===== config.mk =====
export PLATFORM = sky130hd
export DESIGN_NAME = gsp_ctrl
export DESIGN_NICKNAME = d
export VERILOG_FILES = /design/src/hw/rtl/gsp_pkg.sv /design/src/hw/rtl/gsp_ctrl.sv
export SDC_FILE = /design/constraint.sdc
export NUM_CORES = 1
export LEC_CHECK = 0
export ABC_AREA = 1
export BUFFER_PORTS_ARGS = -buffer_cell sky130_fd_sc_hd__buf_4
export CORE_AREA = 2 2 69 71
export CTS_BUF_LIST = sky130_fd_sc_hd__clkbuf_4
export DETAILED_ROUTE_END_ITERATION = 6
export DIE_AREA = 0 0 71 73
export GPL_TIMING_DRIVEN = 0
export SLEW_MARGIN = 20
export SYNTH_ARGS = -nofsm -noshare
export SYNTH_HDL_FRONTEND = slang
export SYNTH_SLANG_ARGS = --single-unit

===== constraint.sdc =====
create_clock -name clock -period 4.3 [get_ports clock]
set_input_delay 0.86 -clock clock [delete_from_list [all_inputs] [get_ports clock]]
set_output_delay 0.86 -clock clock [all_outputs]
set_load 0.05 [all_outputs]

===== src/hw/rtl/gsp_pkg.sv =====
package gsp_pkg;

   localparam int VTX_W = 10;

   typedef enum logic [5:0] {
      ST_CLR,
      ST_IDLE,
      ST_LD_RDA,
      ST_LD_WRA,
      ST_LD_RDB,
      ST_LD_WRB,
      ST_PFX_RD,
      ST_PFX_WR,
      ST_PFX_END,
      ST_FILL_RD,
      ST_FILL_LO,
      ST_FILL_WLO,
      ST_FILL_WHI,
      ST_BCLR,
      ST_ENQ_RD,
      ST_ENQ_CHK,
      ST_Q_RDT,
      ST_Q_WR1,
      ST_Q_WR2,
      ST_BFIN,
      ST_BCUR,
      ST_TOP,
      ST_S_CHK,
      ST_S_EDGE,
      ST_S_NB,
      ST_S_GONE,
      ST_C_CHK,
      ST_C_HEAD,
      ST_C_POP,
      ST_C_TEST,
      ST_C_ST1,
      ST_C_ST2,
      ST_EMIT
   } state_type;

   typedef enum logic [5:0] {
      CMD_NOP,
      CMD_CLR,
      CMD_LD_ACCEPT,
      CMD_RD_DEG_LO,
      CMD_INC_DEG_LO,
      CMD_RD_DEG_HI,
      CMD_INC_DEG_HI,
      CMD_BLD_INIT,
      CMD_PFX_RD,
      CMD_PFX_WR,
      CMD_PFX_END,
      CMD_FILL_RD,
      CMD_FILL_LO,
      CMD_FILL_WLO,
      CMD_FILL_WHI,
      CMD_BCLR,
      CMD_ENQ_RD,
      CMD_ENQ_CHK,
      CMD_Q_RDT,
      CMD_Q_WR1,
      CMD_Q_WR2,
      CMD_BFIN,
      CMD_CUR_LOAD,
      CMD_EMIT_DONE,
      CMD_S_RDADJ,
      CMD_S_EDGE,
      CMD_S_NB,
      CMD_S_HIT,
      CMD_C_RDPOOL,
      CMD_C_HEAD_RD,
      CMD_C_POP,
      CMD_C_TAKE,
      CMD_C_ST1,
      CMD_C_ST2,
      CMD_EMIT
   } cmd_type;

   typedef enum logic [1:0] {
      PH_LOAD,
      PH_PEEL,
      PH_DONE
   } phase_type;

   typedef struct packed {
      logic ld_ok;
      logic rsp_busy;
      logic last_v;
      logic last_n;
      logic last_b;
      logic n_zero;
      logic enq_last;
      logic deg_zero;
      logic enq_skip;
      logic tail_valid;
      logic dmax_zero;
      logic apos_lt;
      logic gone_hit;
      logic cur_valid;
      logic level_le1;
      logic pid_live;
   } status_type;

endpackage


===== src/hw/rtl/gsp_ctrl.sv =====
module gsp_ctrl
   import gsp_pkg::*;
(
   input  logic       clock,
   input  logic       reset,
   input  logic       req_valid,
   input  logic       req_type,
   input  status_type stat,
   output cmd_type    cmd,
   output logic       req_ready
);

   state_type state_ff, state_in;
   phase_type phase_ff, phase_in;
   logic      in_star_ff, in_star_in;
   logic      accept;

   assign req_ready = (state_ff == ST_IDLE) && !stat.rsp_busy;
   assign accept    = req_ready && req_valid;

   always_ff @(posedge clock) begin
      if (reset) begin
         state_ff   <= ST_CLR;
         phase_ff   <= PH_LOAD;
         in_star_ff <= 1'b0;
      end else begin
         state_ff   <= state_in;
         phase_ff   <= phase_in;
         in_star_ff <= in_star_in;
      end
   end

   // where to go once an enqueue finishes
   function automatic state_type enq_return(input phase_type ph, input logic last);
      if (ph == PH_LOAD) begin
         return last ? ST_BFIN : ST_ENQ_RD;
      end
      return ST_EMIT;
   endfunction

   always_comb begin
      state_in   = state_ff;
      phase_in   = phase_ff;
      in_star_in = in_star_ff;
      case (state_ff)
         ST_CLR:      if (stat.last_v) state_in = ST_IDLE;
         ST_IDLE: begin
            if (accept) begin
               if (!req_type) begin
                  if (phase_ff == PH_LOAD && stat.ld_ok) state_in = ST_LD_RDA;
               end else if (phase_ff == PH_LOAD) begin
                  state_in = ST_PFX_RD;
               end else begin
                  state_in = ST_TOP;
               end
            end
         end
         ST_LD_RDA:   state_in = ST_LD_WRA;
         ST_LD_WRA:   state_in = ST_LD_RDB;
         ST_LD_RDB:   state_in = ST_LD_WRB;
         ST_LD_WRB:   state_in = ST_IDLE;
         ST_PFX_RD:   state_in = ST_PFX_WR;
         ST_PFX_WR:   state_in = stat.last_v ? ST_PFX_END : ST_PFX_RD;
         ST_PFX_END:  state_in = stat.n_zero ? ST_BCLR : ST_FILL_RD;
         ST_FILL_RD:  state_in = ST_FILL_LO;
         ST_FILL_LO:  state_in = ST_FILL_WLO;
         ST_FILL_WLO: state_in = ST_FILL_WHI;
         ST_FILL_WHI: state_in = stat.last_n ? ST_BCLR : ST_FILL_RD;
         ST_BCLR:     if (stat.last_b) state_in = ST_ENQ_RD;
         ST_ENQ_RD:   state_in = ST_ENQ_CHK;
         ST_ENQ_CHK: begin
            if (stat.deg_zero) state_in = stat.last_v ? ST_BFIN : ST_ENQ_RD;
            else state_in = ST_Q_RDT;
         end
         ST_Q_RDT: begin
            if (stat.enq_skip) state_in = enq_return(phase_ff, stat.enq_last);
            else state_in = ST_Q_WR1;
         end
         ST_Q_WR1: begin
            if (stat.tail_valid) state_in = ST_Q_WR2;
            else state_in = enq_return(phase_ff, stat.enq_last);
         end
         ST_Q_WR2:    state_in = enq_return(phase_ff, stat.enq_last);
         ST_BFIN: begin
            in_star_in = 1'b0;
            if (stat.dmax_zero) begin
               phase_in = PH_DONE;
               state_in = ST_TOP;
            end else begin
               phase_in = PH_PEEL;
               state_in = ST_BCUR;
            end
         end
         ST_BCUR:     state_in = ST_TOP;
         ST_TOP: begin
            if (phase_ff == PH_DONE) state_in = ST_IDLE;
            else if (in_star_ff) state_in = ST_S_CHK;
            else state_in = ST_C_CHK;
         end
         ST_S_CHK: begin
            if (stat.apos_lt) begin
               state_in = ST_S_EDGE;
            end else begin
               in_star_in = 1'b0;
               state_in   = ST_C_CHK;
            end
         end
         ST_S_EDGE:   state_in = ST_S_NB;
         ST_S_NB:     state_in = ST_S_GONE;
         ST_S_GONE:   state_in = stat.gone_hit ? ST_S_CHK : ST_Q_RDT;
         ST_C_CHK: begin
            if (stat.cur_valid) begin
               state_in = ST_C_POP;
            end else if (stat.level_le1) begin
               phase_in = PH_DONE;
               state_in = ST_TOP;
            end else begin
               state_in = ST_C_HEAD;
            end
         end
         ST_C_HEAD:   state_in = ST_C_CHK;
         ST_C_POP:    state_in = ST_C_TEST;
         ST_C_TEST: begin
            if (stat.pid_live) begin
               in_star_in = 1'b1;
               state_in   = ST_C_ST1;
            end else begin
               state_in = ST_C_CHK;
            end
         end
         ST_C_ST1:    state_in = ST_C_ST2;
         ST_C_ST2:    state_in = ST_S_CHK;
         ST_EMIT:     state_in = ST_IDLE;
         default:     state_in = ST_IDLE;
      endcase
   end

   always_comb begin
      cmd = CMD_NOP;
      case (state_ff)
         ST_CLR: cmd = CMD_CLR;
         ST_IDLE: begin
            if (accept) begin
               if (!req_type && phase_ff == PH_LOAD) cmd = CMD_LD_ACCEPT;
               else if (req_type && phase_ff == PH_LOAD) cmd = CMD_BLD_INIT;
            end
         end
         ST_LD_RDA:   cmd = CMD_RD_DEG_LO;
         ST_LD_WRA:   cmd = CMD_INC_DEG_LO;
         ST_LD_RDB:   cmd = CMD_RD_DEG_HI;
         ST_LD_WRB:   cmd = CMD_INC_DEG_HI;
         ST_PFX_RD:   cmd = CMD_PFX_RD;
         ST_PFX_WR:   cmd = CMD_PFX_WR;
         ST_PFX_END:  cmd = CMD_PFX_END;
         ST_FILL_RD:  cmd = CMD_FILL_RD;
         ST_FILL_LO:  cmd = CMD_FILL_LO;
         ST_FILL_WLO: cmd = CMD_FILL_WLO;
         ST_FILL_WHI: cmd = CMD_FILL_WHI;
         ST_BCLR:     cmd = CMD_BCLR;
         ST_ENQ_RD:   cmd = CMD_ENQ_RD;
         ST_ENQ_CHK:  cmd = CMD_ENQ_CHK;
         ST_Q_RDT:    cmd = CMD_Q_RDT;
         ST_Q_WR1:    cmd = CMD_Q_WR1;
         ST_Q_WR2:    cmd = CMD_Q_WR2;
         ST_BFIN:     cmd = stat.dmax_zero ? CMD_NOP : CMD_BFIN;
         ST_BCUR:     cmd = CMD_CUR_LOAD;
         ST_TOP:      cmd = (phase_ff == PH_DONE) ? CMD_EMIT_DONE : CMD_NOP;
         ST_S_CHK:    cmd = stat.apos_lt ? CMD_S_RDADJ : CMD_NOP;
         ST_S_EDGE:   cmd = CMD_S_EDGE;
         ST_S_NB:     cmd = CMD_S_NB;
         ST_S_GONE:   cmd = stat.gone_hit ? CMD_NOP : CMD_S_HIT;
         ST_C_CHK: begin
            if (stat.cur_valid) cmd = CMD_C_RDPOOL;
            else if (!stat.level_le1) cmd = CMD_C_HEAD_RD;
         end
         ST_C_HEAD:   cmd = CMD_CUR_LOAD;
         ST_C_POP:    cmd = CMD_C_POP;
         ST_C_TEST:   cmd = stat.pid_live ? CMD_C_TAKE : CMD_NOP;
         ST_C_ST1:    cmd = CMD_C_ST1;
         ST_C_ST2:    cmd = CMD_C_ST2;
         ST_EMIT:     cmd = CMD_EMIT;
         default:     cmd = CMD_NOP;
      endcase
   end

endmodule


-- Word level (Yosys, flattened, before mapping)
Cells that the tools add are included.
- equal/unequal tests: 41
- multiplexer cells: 51
- reductions and logical operators: 15
- operators by type and width (cell ; count):
    6-bit one-hot mux with 32 select lines ; 1
    6-bit one-hot mux with 31 select lines ; 1
    6-bit by 5-bit == test with 1-bit output, second input constant ; 16
    6-bit 2-to-1 mux ; 11
    5-bit 2-to-1 mux ; 12
    6-bit by 4-bit == test with 1-bit output, second input constant ; 8
    6-bit by 3-bit == test with 1-bit output, second input constant ; 4
    3-bit 2-to-1 mux ; 7
    4-bit 2-to-1 mux ; 5
    2-bit inequality test, second input constant ; 7
    6-bit by 2-bit == test with 1-bit output, second input constant ; 2
    1-bit 2-to-1 mux ; 9
    6-bit by 1-bit == test with 1-bit output, second input constant ; 1
    6-bit == test, second input constant ; 1
    6-bit zero test ; 1
    2-bit 2-to-1 mux ; 3
    3-bit AND reduction ; 2
    1-bit logical AND ; 5
    2-bit one-hot mux with 2 select lines ; 1
    4-bit AND reduction ; 1
    3-bit by 2-bit inequality test with 1-bit output, second input constant ; 1
    1-bit one-hot mux with 3 select lines ; 1
    3-bit nonzero test ; 1
    2-bit == test, second input constant ; 1
    other kinds (4) ; 5
- flip-flop bits (word level): 9
- bits of input ports: 20
- output and inout port bits: 7
- word-level logic and storage cells: 110

-- Longest topological paths before layout
- word-level depth: 7
- depth in mapped cells: 11
- gate-level depth less buffers: 11

-- Least setup slack after synthesis
No wires, ideal clock.
- path kind: input -> output
- from: in req_valid
- to: out cmd[2]
- arrival: 1734 ps
- required time: 3440 ps
- path slack: 1706 ps
- stages: 4
- buffers on the path: 0
- path through: inv_1 nor4_1 nand2_1 nand4_1
- longest elaborated chain between the ends: 3
- ends and longest elaborated chain (what ; line ; source):
    from (decl) ; gsp_ctrl.sv:6 ; input logic req_valid,
    1-bit logical AND ; gsp_ctrl.sv:19 ; assign accept = req_ready && req_valid;
    3-bit 2-to-1 mux ; gsp_ctrl.sv:143 ; if (accept) begin
    6-bit one-hot mux with 32 select lines ; gsp_ctrl.sv:140 ; case (state_ff)
    to (decl) ; gsp_ctrl.sv:9 ; output cmd_type cmd,
No other way between the ends.

-- Worst setup path after layout
- from: reg state_ff[0]
- to: out cmd[2]
- longest elaborated chain between the ends: 5
- elaborated cells on any way between the ends: 38
- classes of those cells: eq/ne: 32; mux: 2; reduce/logical: 4
- ends and longest elaborated chain (what ; line ; source):
    from (decl) ; gsp_ctrl.sv:13 ; state_type state_ff, state_in;
    from (signal assigned) ; gsp_ctrl.sv:27 ; state_ff <= state_in;
    6-bit by 1-bit == test with 1-bit output ; gsp_ctrl.sv:18, gsp_ctrl.sv:140 ;
    1-bit logical AND ; gsp_ctrl.sv:18 ; assign req_ready = (state_ff == ST_IDLE) && !stat.rsp_busy;
    1-bit logical AND ; gsp_ctrl.sv:19 ;
    3-bit 2-to-1 mux ; gsp_ctrl.sv:143 ;
    6-bit one-hot mux with 32 select lines * ; gsp_ctrl.sv:140 ;
Every way passes the cells marked *; elsewhere a longest branch is shown, timed or not.

==> impl_metrics.json <==
{
  "critPathMaxFanout": 8,
  "synthTopCellsByCount": "nand2_1, nor2_1, nand3_1",
  "drc": 0,
  "yosysTopAreaCell": "nand2_1",
  "synth_adder_area_share_pct": 0,
  "synthXorXnorAreaFrac_pct": 0,
  "path_clk_slew_ns": 0.07,
  "async_flop_share_pct": 0,
  "grt_pass1_vias": 1796,
  "p_per_area_nw_per_um2": 153,
  "cts_resized": 0,
  "antennaDiodeCount": 0,
  "grt.total_usage_pct": 22.6,
  "fin_util_pct": 36.8,
  "max-cap-violations": 0,
  "period_minus_slack_ns": 3.46,
  "synthFlopType": "dfxtp_1",
  "final_nets": 321,
  "start_kind": "register",
  "synth_area_sq_um": 1380,
  "run_status": "finished clean",
  "min_period_over_period_pct": 80.5,
  "grt_overflow_total": 0,
  "drive_above_1_share_pct": 17.3,
  "synthDistinctLibCells": 23,
  "fmax_mhz": 289,
  "antenna_left": 0,
  "cts_buffers": 3,
  "endpoint": "cmd[2]",
  "finalSetupViolations": 0,
  "ir_drop_uv": 112,
  "via_count": 1960,
  "fin_cells": 354,
  "first_pass_iters": 5,
  "skew_ns": 0.00229,
  "antenna_found_initial": 0,
  "cts_htree_levels": 1,
  "die_h_microns": 73,
  "rows": 25,
  "max_slew_margin_pct": 47.5,
  "synth_warnings": 0,
  "ys_seq_elements": 9,
  "synth-simple-area-share_pct": 64.6,
  "clock_latency_ns": 0.28,
  "synth_fp_nets": 291,
  "root_buffer": "clkbuf_4",
  "vias_per_cell": 5.54,
  "grt_pass1_wl_microns": 9000,
  "synth.area.mux_share_pct": 0,
  "synth.top_cell.area_share_pct": 20.1,
  "ios": 27,
  "grt_max_degree": 11,
  "fp.dieW_microns": 71,
  "required_ns": 3.44,
  "end_kind": "output pin",
  "hold_violations": 0,
  "crit_start": "state_ff[0]",
  "holdBufCountCts": 0,
  "synth_area_leaders": "nand2_1, dfxtp_1, nand3_1",
  "r2r_slack_ns": 2.41,
  "synth-edff-count": 0,
  "routabilityCongestion": 1.00,
  "port_buffers": 25,
  "min_delay_path_depth": 2,
  "area_delta_synth_final_pct": 20.6,
  "drt_iter0_drc": 243,
  "post_cts_buffers": 0,
  "start_util_pct": 30.5,
  "place_hpwl_microns": 4730,
  "routed_wirelength_microns": 5690,
  "drv_slew": 0,
  "die_area_sq_um": 5180,
  "syn_area_per_cell_sq_um": 5.11,
  "worst_pin_slew_ns": 0.780,
  "yosysMostFrequentCell": "nand2_1",
  "timing.rr.end": "state_ff[0]",
  "cts_buffer_depth": 2,
  "core_area_sq_um": 4540,
  "setup_tns_ns": 0,
  "synth_seq_area_share_pct": 13.0,
  "synth_top_family_by_area": "simple AND/OR/NAND/NOR gates",
  "syn_inst": 271,
  "cts.sinks": 9,
  "dp_cells": 350,
  "rsz0062_at_grt": "false",
  "nFillCells": 529,
  "leakage_uw": 0.000914,
  "whs_ns": 0.489,
  "r2r_cells": 10,
  "wl_per_cell_microns": 16.1,
  "cts_tree": "yes",
  "hp-class": "reg -> reg",
  "critPathKind": "reg -> out",
  "synth_compound_area_share_pct": 10.7,
  "rr_startpoint": "state_ff[5]",
  "arrival_ns": 2.60
}
==> cells by family after synthesis <==
group | count (synthesis)
AOI/OAI and AO/OA | 27
buffers and inverters | 41
DFF | 9
and+or+nand+nor | 194
==> cell usage in the layout, fill, tap and decap left out, types with 9 or more instances in the layout <==
master,netlist,routed
o21ai_0,12,12
nand3_1,36,36
buf_4,2,27
nand2_1,74,74
nor2_1,39,39
nand4_1,11,11
nor3_1,16,16
inv_1,31,31
a21oi_1,11,11
dfxtp_1,9,9
==> metrics by stage <==
stage                     worst slack (ns)  total power, uW  instance area, sq um
after floorplan                       1.71              142                  1380
after detailed placement              1.27              177                  1640
after global placement                1.20              178                  1640
after CTS                            0.979              252                  1670
after global routing                 0.690              265                  1670
final                                0.839              256                  1670
==> how the worst min path moves through the flow <==
stage | slack (ns) | end | from
global route | 0.51 | phase_ff[0] | phase_ff[0]
global placement | 0.47 | phase_ff[0] | phase_ff[0]
CTS | 0.49 | phase_ff[0] | phase_ff[0]
detailed placement | 0.48 | phase_ff[0] | phase_ff[0]
finish | 0.49 | phase_ff[0] | phase_ff[0]
floorplan | 0.45 | phase_ff[1] | phase_ff[1]
==> power breakdown <==
part	internal (uW)	total (uW)	switching, uW
combinational	29.1	86.7	57.6
sequential	85.0	89.6	4.63
clock	42.4	79.4	37.0
total	156	256	99.2
==> area by class of cell <==
cell class	count	area [sq um]	share of cell area, %
clock buffer	4	30.0	1.80
buffer	3	18.8	1.12
multi-input combinational	221	1040	62.4
inverter	38	143	8.55
timing repair buffer	25	188	11.2
tap	54	67.6	4.05
sequential	9	180	10.8
==> sequential cells by signal, summed over array words and instances (netlist names) <==
signal	flops
state_ff	6
phase_ff	2
in_star_ff	1
==> worst max-delay path, cell delays in order, from the launching register on <==
cell	delay (ns)
dfxtp_1	0.51
inv_2	0.11
nor2_4	0.24
nand3_1	0.21
nor4_1	0.64
nand2_1	0.22
nand4_1	0.17
buf_4	0.21
==> per-layer routing <==
metal / track usage [%] / routed length [microns] / up-vias
met5: 0 / 0 / -
met4: 12.6 / 316 / 0
met3: 3.87 / 543 / 28
met2: 36.4 / 2430 / 113
met1: 28.6 / 2390 / 862
li1: - / - / 957
(Power assumes the default switching activity.)
